==> config.mk <==
export PLATFORM = sky130hd
export DESIGN_NAME = fir_sat_out
export DESIGN_NICKNAME = d
export VERILOG_FILES = /design/src/rtl/core/fir_sat_pkg.sv /design/src/rtl/core/fir_sat_out.sv
export SDC_FILE = /design/constraint.sdc
export NUM_CORES = 1
export LEC_CHECK = 0
export ABC_AREA = 1
export BUFFER_PORTS_ARGS = -buffer_cell sky130_fd_sc_hd__buf_2
export CAP_MARGIN = 20
export CELL_PAD_IN_SITES_DETAIL_PLACEMENT = 2
export CELL_PAD_IN_SITES_GLOBAL_PLACEMENT = 2
export CORE_ASPECT_RATIO = 0.6
export CORE_MARGIN = 4
export CORE_UTILIZATION = 30
export DETAILED_ROUTE_END_ITERATION = 8
export PLACE_DENSITY = 0.94
export SYNTH_ARGS = -nofsm -noshare
export SYNTH_HDL_FRONTEND = slang
export SYNTH_SLANG_ARGS = --single-unit
==> constraint.sdc <==
create_clock -name clk_i -period 3.52 [get_ports clk_i]
set_clock_uncertainty 0.1 [all_clocks]
set_input_delay 0.352 -clock clk_i [delete_from_list [all_inputs] [get_ports clk_i]]
set_output_delay 0.352 -clock clk_i [all_outputs]
set_load 0.02 [all_outputs]
==> src/rtl/core/fir_sat_pkg.sv <==
// Shared types and constants for the saturating FIR filter.
`timescale 1ns / 1ps
package fir_sat_pkg;

  localparam int MaxTaps     = 64;
  localparam int SampleWidth = 16;
  localparam int CoefWidth   = 16;
  localparam int ProdWidth   = SampleWidth + CoefWidth;
  localparam int AccWidth    = ProdWidth + $clog2(MaxTaps);
  localparam int TapIdxWidth = 6;
  localparam int TapCntWidth = 7;
  localparam int ShiftWidth  = 5;
  localparam int CfgIdxWidth = 1;
  localparam int CfgDataWidth = 7;
  // run counter value at which the last partial sum has settled
  localparam int RunLast     = MaxTaps + 1;
  localparam int RunCntWidth = $clog2(RunLast + 1);

  localparam logic [TapCntWidth-1:0] TapsReset  = TapCntWidth'(64);
  localparam logic [ShiftWidth-1:0]  ShiftReset = ShiftWidth'(15);

  typedef enum logic {
    KIND_SAMPLE = 1'b0,
    KIND_COEF   = 1'b1
  } kind_e;

  typedef enum logic [CfgIdxWidth-1:0] {
    CFG_TAPS  = 1'b0,
    CFG_SHIFT = 1'b1
  } cfg_reg_e;

  typedef enum logic {
    ST_IDLE = 1'b0,
    ST_RUN  = 1'b1
  } state_e;

  typedef struct packed {
    kind_e                          kind;
    logic signed [SampleWidth-1:0]  sample_in;
    logic [TapIdxWidth-1:0]         tap_index;
    logic signed [CoefWidth-1:0]    tap_value;
  } in_item_t;

  typedef struct packed {
    logic signed [SampleWidth-1:0] sample_out;
    logic                          clipped;
  } out_item_t;

  typedef struct packed {
    logic shift_en;
    logic coef_we;
    logic tap_on;
  } cell_ctrl_t;

endpackage

==> src/rtl/core/fir_sat_out.sv <==
// Output stage: arithmetic shift, saturation to sample width, result register.
`timescale 1ns / 1ps
module fir_sat_out (
  input  logic                                    clk_i,
  input  logic                                    load_i,
  input  logic signed [fir_sat_pkg::AccWidth-1:0] acc_i,
  input  logic [fir_sat_pkg::ShiftWidth-1:0]      shift_i,
  output fir_sat_pkg::out_item_t                  item_o
);

  localparam int AccW = fir_sat_pkg::AccWidth;
  localparam int SmpW = fir_sat_pkg::SampleWidth;
  localparam logic signed [AccW-1:0] SatHi = {{(AccW-SmpW+1){1'b0}}, {(SmpW-1){1'b1}}};
  localparam logic signed [AccW-1:0] SatLo = ~SatHi;

  logic signed [AccW-1:0] shifted;
  fir_sat_pkg::out_item_t item_q, item_d;

  always_comb begin
    shifted = acc_i >>> shift_i;
    priority if (shifted > SatHi) begin
      item_d.sample_out = SatHi[SmpW-1:0];
      item_d.clipped    = 1'b1;
    end else if (shifted < SatLo) begin
      item_d.sample_out = SatLo[SmpW-1:0];
      item_d.clipped    = 1'b1;
    end else begin
      item_d.sample_out = shifted[SmpW-1:0];
      item_d.clipped    = 1'b0;
    end
  end

  always_ff @(posedge clk_i) begin
    if (load_i) begin
      item_q <= item_d;
    end
  end

  assign item_o = item_q;

endmodule

======== After elaboration in Yosys (flattened, before gate mapping) ========
Cells that the tools add are included.
word-level totals
  bits in registers ....................... 17
  input bits .............................. 45
  output and inout port bits .............. 17
  logic and storage cells ................. 6
cells by class
  magnitude comparators ................... 2
  shifts and indexed selects .............. 1
  multiplexer cells ....................... 1
operators with widths
  cell                                                                    number
  38-bit by 16-bit > comparator with 1-bit output, second input constant  1
  38-bit by 16-bit < comparator with 1-bit output, second input constant  1
  38-bit by 5-bit >>> shifter with 38-bit output                          1
  17-bit 2-to-1 mux                                                       1

======== Longest topological paths before layout ========
  depth after elaboration ................. 3
  gate-level depth with buffers ........... 20
  gate-level depth less buffers ........... 19

======== Worst setup path before layout ========
Ideal clock, no wire load.
  path kind ............................... input to register
  from .................................... input shift_i[1] (netlist name)
  to ...................................... register item_q, in the netlist item_o[10], data pin
  setup time .............................. 0.252 ns
  data arrival time ....................... 1.724 ns
  data required time ...................... 3.168 ns
  path slack .............................. 1.444 ns
  cell stages on the path ................. 15
  cells stage by stage .................... buf_4 > inv_4 > buf_4 > nand3_1 > nand3_1 > nand3_1 > nand3_1 > nand2_1 > nor2_1 > nand2_1 > nor2_2 > nand2_2 > nand2_4 > buf_6 > nand2_1
between the ends
  cells in the longest elaborated chain, start to end .. 3
ends and longest elaborated chain
  element                                           RTL line           RTL
  from (decl)                                       fir_sat_out.sv:7   input logic [fir_sat_pkg::ShiftWidth-1:0] shift_i,
  38-bit by 5-bit >>> shifter with 38-bit output *  fir_sat_out.sv:20  shifted = acc_i >>> shift_i;
  38-bit by 16-bit < comparator with 1-bit output   fir_sat_out.sv:24  end else if (shifted < SatLo) begin
  17-bit 2-to-1 mux                                 fir_sat_out.sv:24
  to (signal assigned)                              fir_sat_out.sv:35  item_q <= item_d;
  to (decl)                                         fir_sat_out.sv:17  fir_sat_pkg::out_item_t item_q, item_d;
Every way passes the cells marked *; elsewhere a longest branch is shown, timed or not.
A chain may end at the register's enable or synchronous reset.

======== Worst setup path after layout ========
  from .................................... input shift_i[1] (netlist name)
  to ...................................... register item_q, in the netlist item_o[0], data pin
The elaborated chain is that of the path after synthesis.

==> impl_metrics.json <==
{
  "wire_per_inst_um": 18.54,
  "finalHoldViolCount": 0,
  "cts.hold.buffers_added": 0,
  "cts_setup_buffers": 0,
  "grt-ovfl-total": 0,
  "vias": 3680,
  "grt_pass1_vias": 3812,
  "final_common_cell": "nand2_1",
  "cp-end-kind": "flip-flop",
  "io_pins": 62,
  "path_buf_inv": 2,
  "ir_drop_uv": 142.7,
  "wl_met2_um": 5586,
  "p_leak_nw": 1.553,
  "worstPathRequired_ns": 3.41,
  "endpoint": "item_o[0]",
  "crit_fanout": 37,
  "cts.reportedPaths.clkPinSlew_ns": 0.05,
  "grt_max_degree": 39,
  "rows": 26,
  "cpMostUsedCell": "nand2_1",
  "post-route-period-util": 0.8039,
  "synth_cells": 510,
  "finalSetupViolCount": 0,
  "ys_ff_latch": 17,
  "syn_area_um2": 2799,
  "drt-pass1-iter-count": 5,
  "cts_tree": "done",
  "die_area_um2": 10990,
  "syn2layout_area_growth_pct": 11.94,
  "highest_layer": "met4",
  "chipHeight_um": 82.82,
  "synth_top_area_frac": 0.2910,
  "worstSetupPathType": "in -> reg",
  "slew_headroom": 0.5259,
  "synthTopCellsByArea": "nand2_1 29%, nand3_1 24%, edfxtp_1 18%",
  "place_area_um2": 3053,
  "portBuffers": 61,
  "tns_ns": 0,
  "wl_met3_um": 662,
  "p_per_area_nw_per_um2": 296.6,
  "nNetsFinal": 588,
  "grt_usage": 0.2163,
  "netlist-cell-type-count": 31,
  "clock-sinks": 17,
  "path_delay_family": "simple AND/OR/NAND/NOR gates",
  "clock.fmax_ghz": 0.3534,
  "max_cap_violations": 0,
  "final_core_util": 0.3567,
  "hold_class": "in -> reg",
  "rsz0062_at_grt": "no",
  "largest_register_ffs": 17,
  "wl_met1_um": 5813,
  "hold_start": "acc_i[37]",
  "avgSynthCellArea_um2": 5.488,
  "worst-path-stages": 16,
  "htree_levels": 1,
  "path_cells": "buf_2 -> inv_4 -> nand3_1 -> nand2_1 -> nand2_1 -> nand2_1 -> nand2_1 -> nand2_1 -> nor2_1 -> nand2_1 -> nor2_1 -> nand2_1 -> nand2_1 -> nand2_1 -> nand2_4 -> nand2_1",
  "layout-drive-gt1-share": 0.1568,
  "status": "finished, final reports clean",
  "ys_warn_count": 0,
  "yosysTopAreaCell": "nand2_1",
  "numCtsBuffers": 3,
  "via_per_inst": 5.627,
  "whs_ns": 0.3669,
  "dp.final_hpwl_um": 9772,
  "worstSetupStartpointType": "input pin",
  "crit_path_start": "shift_i[1]",
  "place_congestion": 0.9449,
  "report.final.slew_viol_count": 0,
  "final_cell_mix": "217 x nand2_1, 136 x nand3_1, 61 x buf_2, 30 x o21ai_0",
  "syn_nets": 555,
  "grt_pass1_wl_um": 19960,
  "start_util": 0.3187,
  "period_needed_ns": 2.830,
  "worstMarginPinSlew_ns": 0.7112,
  "fin_area_um2": 3133,
  "num_antenna_cells": 0,
  "final_antenna_net_count": 0,
  "crit_slowest_cell": "buf_2",
  "finalNonFillerCells": 654,
  "antenna_found_initial": 0,
  "route.detailed.drc": 0,
  "seq_area_frac_synth": 0.1824,
  "slowest_delay_ns": 0.55,
  "worstPathArrival_ns": 2.72,
  "clock_path_buffers": 2,
  "dp.cells": 650,
  "core_area_um2": 8783,
  "finalWirelength_um": 12120,
  "holdPathStages": 1,
  "root_buffer": "clkbuf_16",
  "drt_iter0_markers": 282,
  "die_x_um": 132.7,
  "ctsResizeCount": 0
}
==> through the flow <==
stage | total power [mW] | setup WS (ns)
after floorplan | 0.5586 | 1.444
after global placement | 0.6743 | 0.6616
after detailed placement | 0.7001 | 0.4895
after CTS | 0.9290 | 0.7376
after global routing | 0.9976 | 0.4579
final | 0.9292 | 0.6902
==> kinds of logic (layout without fill, tap and decap cells) <==
kind of cell	Yosys count	after routing	share of synthesized area
flip-flops	17	17	0.1824
AND/OR/NAND/NOR	382	382	0.5905
multiplexers	4	4	0.01431
AO/OA/AOI/OAI	57	57	0.1153
buffers and inverters	50	82	0.09745
==> cell usage after synthesis <==
master      n
buf_8       1
o21ai_0    30
a31oi_1     5
buf_1       6
nand3_1   136
a211oi_1    1
nor3_1      2
inv_2       3
o21ai_1     2
nor2_1     17
inv_4       1
nand3_2     3
buf_2      11
mux2i_1     4
clkinv_1    3
a21oi_1     9
nand2_4     2
buf_4       5
clkbuf_1    8
nand2_2     3
clkbuf_2    1
nand2_1   217
edfxtp_1   17
nor2_2      1
o211ai_1    6
inv_1       6
a21oi_2     2
buf_6       5
and2_1      1
o21ai_2     1
a22oi_1     1
==> per-layer routing <==
layer | up-vias | GRT usage
met5 | - | 0
met4 | 0 | 0.01887
met3 | 6 | 0.03321
met2 | 96 | 0.3683
met1 | 1798 | 0.3009
li1 | 1780 | -
==> how the worst min path moves through the flow <==
stage	endpoint
floorplan	item_o[0]
global placement	item_o[16]
detailed placement	item_o[16]
CTS	item_o[16]
global route	item_o[16]
finish	item_o[16]
==> report_power, final <==
group | internal [mW] | total [mW] | switching [mW]
logic | 0.133 | 0.452 | 0.319
clock network | 0.152 | 0.227 | 0.0749
registers | 0.246 | 0.250 | 0.00469
total | 0.531 | 0.929 | 0.398
==> cell type report <==
type | instances | area [µm²]
multi-input cells | 443 | 2016
repair buffers | 65 | 335.3
clock buffers | 3 | 75.07
flip-flops and latches | 17 | 510.5
well taps | 112 | 140.1
inverters | 13 | 51.30
fillers | 1151 | 5650
clock inverters | 1 | 5.005
No activity file was read; power rests on OpenSTA's default activity.
