**src/rtl/core/fir_sat_pkg.sv**
```systemverilog
// Shared types and constants for the saturating FIR filter.
`timescale 1ns / 1ps
package fir_sat_pkg;

  localparam int MaxTaps     = 64;
  localparam int SampleWidth = 16;
  localparam int CoefWidth   = 16;
  localparam int ProdWidth   = SampleWidth + CoefWidth;
  localparam int AccWidth    = ProdWidth + $clog2(MaxTaps);
  localparam int TapIdxWidth = 6;
  localparam int TapCntWidth = 7;
  localparam int ShiftWidth  = 5;
  localparam int CfgIdxWidth = 1;
  localparam int CfgDataWidth = 7;
  // run counter value at which the last partial sum has settled
  localparam int RunLast     = MaxTaps + 1;
  localparam int RunCntWidth = $clog2(RunLast + 1);

  localparam logic [TapCntWidth-1:0] TapsReset  = TapCntWidth'(64);
  localparam logic [ShiftWidth-1:0]  ShiftReset = ShiftWidth'(15);

  typedef enum logic {
    KIND_SAMPLE = 1'b0,
    KIND_COEF   = 1'b1
  } kind_e;

  typedef enum logic [CfgIdxWidth-1:0] {
    CFG_TAPS  = 1'b0,
    CFG_SHIFT = 1'b1
  } cfg_reg_e;

  typedef enum logic {
    ST_IDLE = 1'b0,
    ST_RUN  = 1'b1
  } state_e;

  typedef struct packed {
    kind_e                          kind;
    logic signed [SampleWidth-1:0]  sample_in;
    logic [TapIdxWidth-1:0]         tap_index;
    logic signed [CoefWidth-1:0]    tap_value;
  } in_item_t;

  typedef struct packed {
    logic signed [SampleWidth-1:0] sample_out;
    logic                          clipped;
  } out_item_t;

  typedef struct packed {
    logic shift_en;
    logic coef_we;
    logic tap_on;
  } cell_ctrl_t;

endpackage

```
**src/rtl/core/fir_sat_cell.sv**
```systemverilog
// One tap cell: history sample, coefficient, product and partial sum.
`timescale 1ns / 1ps
module fir_sat_cell (
  input  logic                                       clk_i,
  input  logic                                       rst_ni,
  input  fir_sat_pkg::cell_ctrl_t                    ctrl_i,
  input  logic signed [fir_sat_pkg::SampleWidth-1:0] sample_i,
  input  logic signed [fir_sat_pkg::CoefWidth-1:0]   coef_i,
  input  logic signed [fir_sat_pkg::AccWidth-1:0]    psum_i,
  output logic signed [fir_sat_pkg::SampleWidth-1:0] sample_o,
  output logic signed [fir_sat_pkg::AccWidth-1:0]    psum_o
);

  logic signed [fir_sat_pkg::SampleWidth-1:0] hist_q;
  logic signed [fir_sat_pkg::CoefWidth-1:0]   coef_q;
  logic signed [fir_sat_pkg::ProdWidth-1:0]   prod_q, prod_d;
  logic signed [fir_sat_pkg::AccWidth-1:0]    psum_q, psum_d;

  always_comb begin
    // widen both operands first so the full signed product is kept
    prod_d = fir_sat_pkg::ProdWidth'(hist_q) * fir_sat_pkg::ProdWidth'(coef_q);
    if (ctrl_i.tap_on) begin
      psum_d = psum_i + fir_sat_pkg::AccWidth'(prod_q);
    end else begin
      psum_d = psum_i;
    end
  end

  always_ff @(posedge clk_i or negedge rst_ni) begin
    if (!rst_ni) begin
      hist_q <= '0;
      coef_q <= '0;
    end else begin
      if (ctrl_i.shift_en) begin
        hist_q <= sample_i;
      end
      if (ctrl_i.coef_we) begin
        coef_q <= coef_i;
      end
    end
  end

  always_ff @(posedge clk_i) begin
    prod_q <= prod_d;
    psum_q <= psum_d;
  end

  assign sample_o = hist_q;
  assign psum_o   = psum_q;

endmodule

```
**config.mk**
```make
export PLATFORM = sky130hd
export DESIGN_NAME = fir_sat_cell
export DESIGN_NICKNAME = d
export VERILOG_FILES = /design/src/rtl/core/fir_sat_pkg.sv /design/src/rtl/core/fir_sat_cell.sv
export SDC_FILE = /design/constraint.sdc
export NUM_CORES = 1
export LEC_CHECK = 0
export BUFFER_PORTS_ARGS = -buffer_cell sky130_fd_sc_hd__buf_2
export CORE_MARGIN = 1
export CORE_UTILIZATION = 63
export CTS_BUF_LIST = sky130_fd_sc_hd__clkbuf_4 sky130_fd_sc_hd__clkbuf_8
export DETAILED_ROUTE_END_ITERATION = 8
export PLACE_DENSITY = 0.87
export SETUP_SLACK_MARGIN = 0.2
export SLEW_MARGIN = 30
export SYNTH_ARGS = -nofsm -noshare
export SYNTH_HDL_FRONTEND = slang
export SYNTH_SLANG_ARGS = --single-unit
export TNS_END_PERCENT = 5
```
**constraint.sdc**
```tcl
create_clock -name clk_i -period 8.15 [get_ports clk_i]
set_input_delay 0.4075 -clock clk_i [delete_from_list [all_inputs] [get_ports clk_i]]
set_output_delay 0.4075 -clock clk_i [all_outputs]
set_load 0.02 [all_outputs]
```
Word level (Yosys, flattened, before mapping):

Index checks and enable logic that the tools add are counted.

* $add $sub $neg: 1
* multipliers: 1
* muxes and demuxes: 1

Operator list (count)
* adder 38 x 32 -> 38 bit: 1
* 2-to-1 mux 38 bit: 1
* multiplier 16 x 16 -> 32 bit: 1

* flip-flop bits (word level): 102
* output and inout bits: 54
* logic and storage cells: 7

Logic depth before layout (Yosys ltp):

* word-level depth: 2
* gate-level depth with buffers: 25
* gate-level depth less buffers: 23

Least setup slack after synthesis:

OpenSTA, ideal clock, no wires.

* kind: reg2reg
* start: reg hist_q (netlist bit sample_o[7])
* end: reg prod_q[24] in the netlist's numbering
* setup time: 0.120 ns
* data arrival time: 5.824 ns
* slack: 2.207 ns
* cell stages (with the launch flop): 25
* path buffers: 1
* clock period less this slack: 5.943 ns
* cells stage by stage: dfrtp_1 clkbuf_1 nand2_1 fa_1 inv_1 fa_1 inv_1 fa_1 inv_1 fa_1 fa_1 inv_1 fa_1 inv_1 ha_1 a21o_1 nand2_1 nand2_1 o21ai_0 o211ai_1 a21oi_1 nor2_1 o21a_1 o41a_1 xor2_1

* word-level cells in the longest chain between the ends: 1

RTL lines
* from (decl): line fir_sat_cell.sv:14 `logic signed [fir_sat_pkg::SampleWidth-1:0] hist_q;`
* from (signal assigned): line fir_sat_cell.sv:35 `hist_q <= sample_i;`
* multiplier 16 x 16 -> 32 bit: line fir_sat_cell.sv:21 `prod_d = fir_sat_pkg::ProdWidth'(hist_q) * fir_sat_pkg::ProdWidth'(coef_q);`
* via prod_d (one bit): line fir_sat_cell.sv:16 `logic signed [fir_sat_pkg::ProdWidth-1:0] prod_q, prod_d;`
* to (signal assigned): line fir_sat_cell.sv:44 `prod_q <= prod_d;`
* to (decl): line fir_sat_cell.sv:16

The timed path passes the listed nets, and every way through them passes these cells.
A chain may end at the register's enable or synchronous reset.

Final worst setup path:

* start: reg coef_q[1] in the netlist's numbering
* end: reg prod_q[31] in the netlist's numbering

* word-level cells in the longest chain between the ends: 1

RTL lines
* from (decl): line fir_sat_cell.sv:15 `logic signed [fir_sat_pkg::CoefWidth-1:0] coef_q;`
* from (signal assigned): line fir_sat_cell.sv:38 `coef_q <= coef_i;`
* multiplier 16 x 16 -> 32 bit: line fir_sat_cell.sv:21
* via prod_d (one bit): line fir_sat_cell.sv:16

The timed path passes the listed nets, and every way through them passes these cells.

==> reports/metrics.csv <==
metric,value,unit
first_pass_iters,5,
grt_pass1_wl,54100,µm
die_w,155,µm
die_height,155,µm
dp.cells,1902,
max-slew-margin-rel,45.1,%
cts-root-buf,clkbuf_8,
drc,0,
cts_hold_buf,0,
timing.final.crit_share,78.5,%
cts_resized,0,
post-cts-setup-buffers,0,
die_area,23900,µm²
worst_hold_slack,0.0240,ns
cp-end-kind,flop,
cts_buffers,9,
drt_iter0_markers,599,
syn_area,14700,µm²
ys_seq_elements,102,
rsz0062_at_grt,no,
syn_inst,1535,
async_flop_share,31.4,%
drtAntennaViolNets,0,
synth_common_cells,"301 x inv_1, 263 x fa_1, 146 x nand2_1",
slowest_stage,fa_1,
ios,129,
vias,10750,
cp_data_required_time,8.45,ns
drv_slew,0,
crit_top_cell,fa_1,
synthToLayoutAreaGrowth,6.97,%
hold_viol,0,
cp-start-kind,flop,
ys_top_cells_by_area,"fa_1 36%, ha_1 10%, dfxtp_1 9.6%",
fin_cells,1918,
synth.distinct_cells,60,
synth_fp_nets,1992,
clk_pin_slew,0.12,ns
worstPathCellList,nand2_1 -> inv_1 -> fa_1 -> fa_1 -> fa_1 -> fa_1 -> fa_1 -> inv_1 -> fa_1 -> inv_1 -> ha_1 -> a21o_1 -> a211oi_1 -> o21ai_0 -> a21oi_1 -> o21ai_0 -> nand4_1 -> nand4b_1 -> a21oi_1 -> xnor2_1,
gr-total-overflow,0,
clockBufferDepth,2,
start_util,64.6,%
timing.setup.tns,0,ns
grt_pass1_vias,11677,
final_nets,2085,
outcome,finished clean,
synthFlopType,dfxtp_1,
hpwlAfterDp,26200,µm
yosysMostFrequentCell,inv_1,
synth.top_cell.area_share,35.9,%
clock_skew,0.0324,ns
crit_arrival,6.70,ns
gr-usage-all-layers,28.6,%
timing.max_cap.violations,0,
synth_largest_area_cell,fa_1,
htreeDepth,3,
finalCriticalPeriod,6.39,ns
setup_viol,0,
drive_above_1_share,12.7,%
antenna_found_initial,0,
fp.coreArea,22700,µm²
cts.sinks,102,
wl_per_cell,16.7,µm
critPathKind,flop to flop,
fmaxAchievable,0.156,GHz
synth-seq-area-share,15.0,%
diodes,0,
tightestPinTransition,0.823,ns
cts_tree,yes,
fp-row-count,55,
grt_start_max_net_pins,41,
synth_edf_count,0,
insertion_delay,0.40,ns
viasPerCell,5.60,
cp_slowest_stage_delay,0.77,ns
gp_congestion,0.963,
syn_avg_cell_area,9.55,µm²
wirelength,32100,µm
portBuffers,128,
yosys_warnings,0,
min_path_type,input port to asynchronous set/reset pin,
path_max_fanout,17,
final cells by class:
type	count	area (µm²)
Timing Repair Buffer	129	648
Tap cell	285	357
Clock inverter	6	63.8
Sequential cell	102	2200
Inverter	301	1130
Fill cell	1661	7020
Clock buffer	10	131
Multi-Input combinational cell	1085	11200
per-stage QoR:
step	setup WS, ns	util [%]	cell area, µm²
floorplan	2.21	-	14700
global placement	2.00	68.2	15500
detailed placement	1.84	68.2	15500
CTS	1.76	69.1	15700
global route	1.47	69.1	15700
finish	1.76	69.1	15700
worst paths after layout:
check / depth (start not counted) / slack [ns] / start / end
max in group asynchronous: 1 / 7.66 / rst_ni / sample_o[15]
hold reg to reg: 2 / 0.59 / prod_q[0] / psum_o[0]
setup reg to reg: 20 / 1.76 / coef_q[1] / prod_q[31]
hold / removal: 1 / 0.02 / rst_ni / sample_o[2]
setup / recovery: 20 / 1.76 / coef_q[1] / prod_q[31]
min in group clk_i: 2 / 0.19 / psum_i[37] / psum_o[37]
flip-flops by register name, summed over array words and instances (netlist names):
| name | count |
|---|---|
| psum_o | 38 |
| prod_q | 32 |
| coef_q | 16 |
| sample_o | 16 |
cells in the final DEF (no fill, tap or decap), types with 28 or more instances in the layout:
cell type and count:
ha_1 119, nor2_1 47, fa_1 263, mux2_2 54, o21ai_0 37, dfxtp_1 70, inv_1 301, a21oi_1 58
nand2_1 146, xnor2_1 48, buf_2 128, and2_1 129, a21o_1 28, dfrtp_1 32
metal layers:
metal  share of wire [%]  vias to the layer above  track usage [%]
met4                 1.8                        0             8.63
met2                  49                      447             49.5
li1                    -                     4979                -
met3                 7.8                       55             6.33
met1                  42                     5269             36.0
met5                   0                        -                0
kinds of logic (layout without fill, tap and decap cells):
logic type / Yosys count / after routing / synth area share [%]
DFF: 102 / 102 / 15.0
xor gates and xnor gates: 63 / 63 / 3.76
buffers and inverters: 348 / 446 / 8.91
AOI/OAI and AO/OA: 186 / 186 / 8.21
muxes: 55 / 55 / 4.21
and+or+nand+nor: 399 / 399 / 13.8
adders and majority gates: 382 / 382 / 46.1
critical path, delay by kind of cell (launching register included):
kind            cells  cell delay (ns)
compound gates      6             1.20
simple gates        3             0.47
xor+xnor            1             0.14
buf+inv             3             0.20
flops               1             0.63
fa+ha+maj           7             3.64
Power is left out: the tool's default activity adds up to more than one toggle a clock period on the data nets, which glitch-free logic cannot reach.
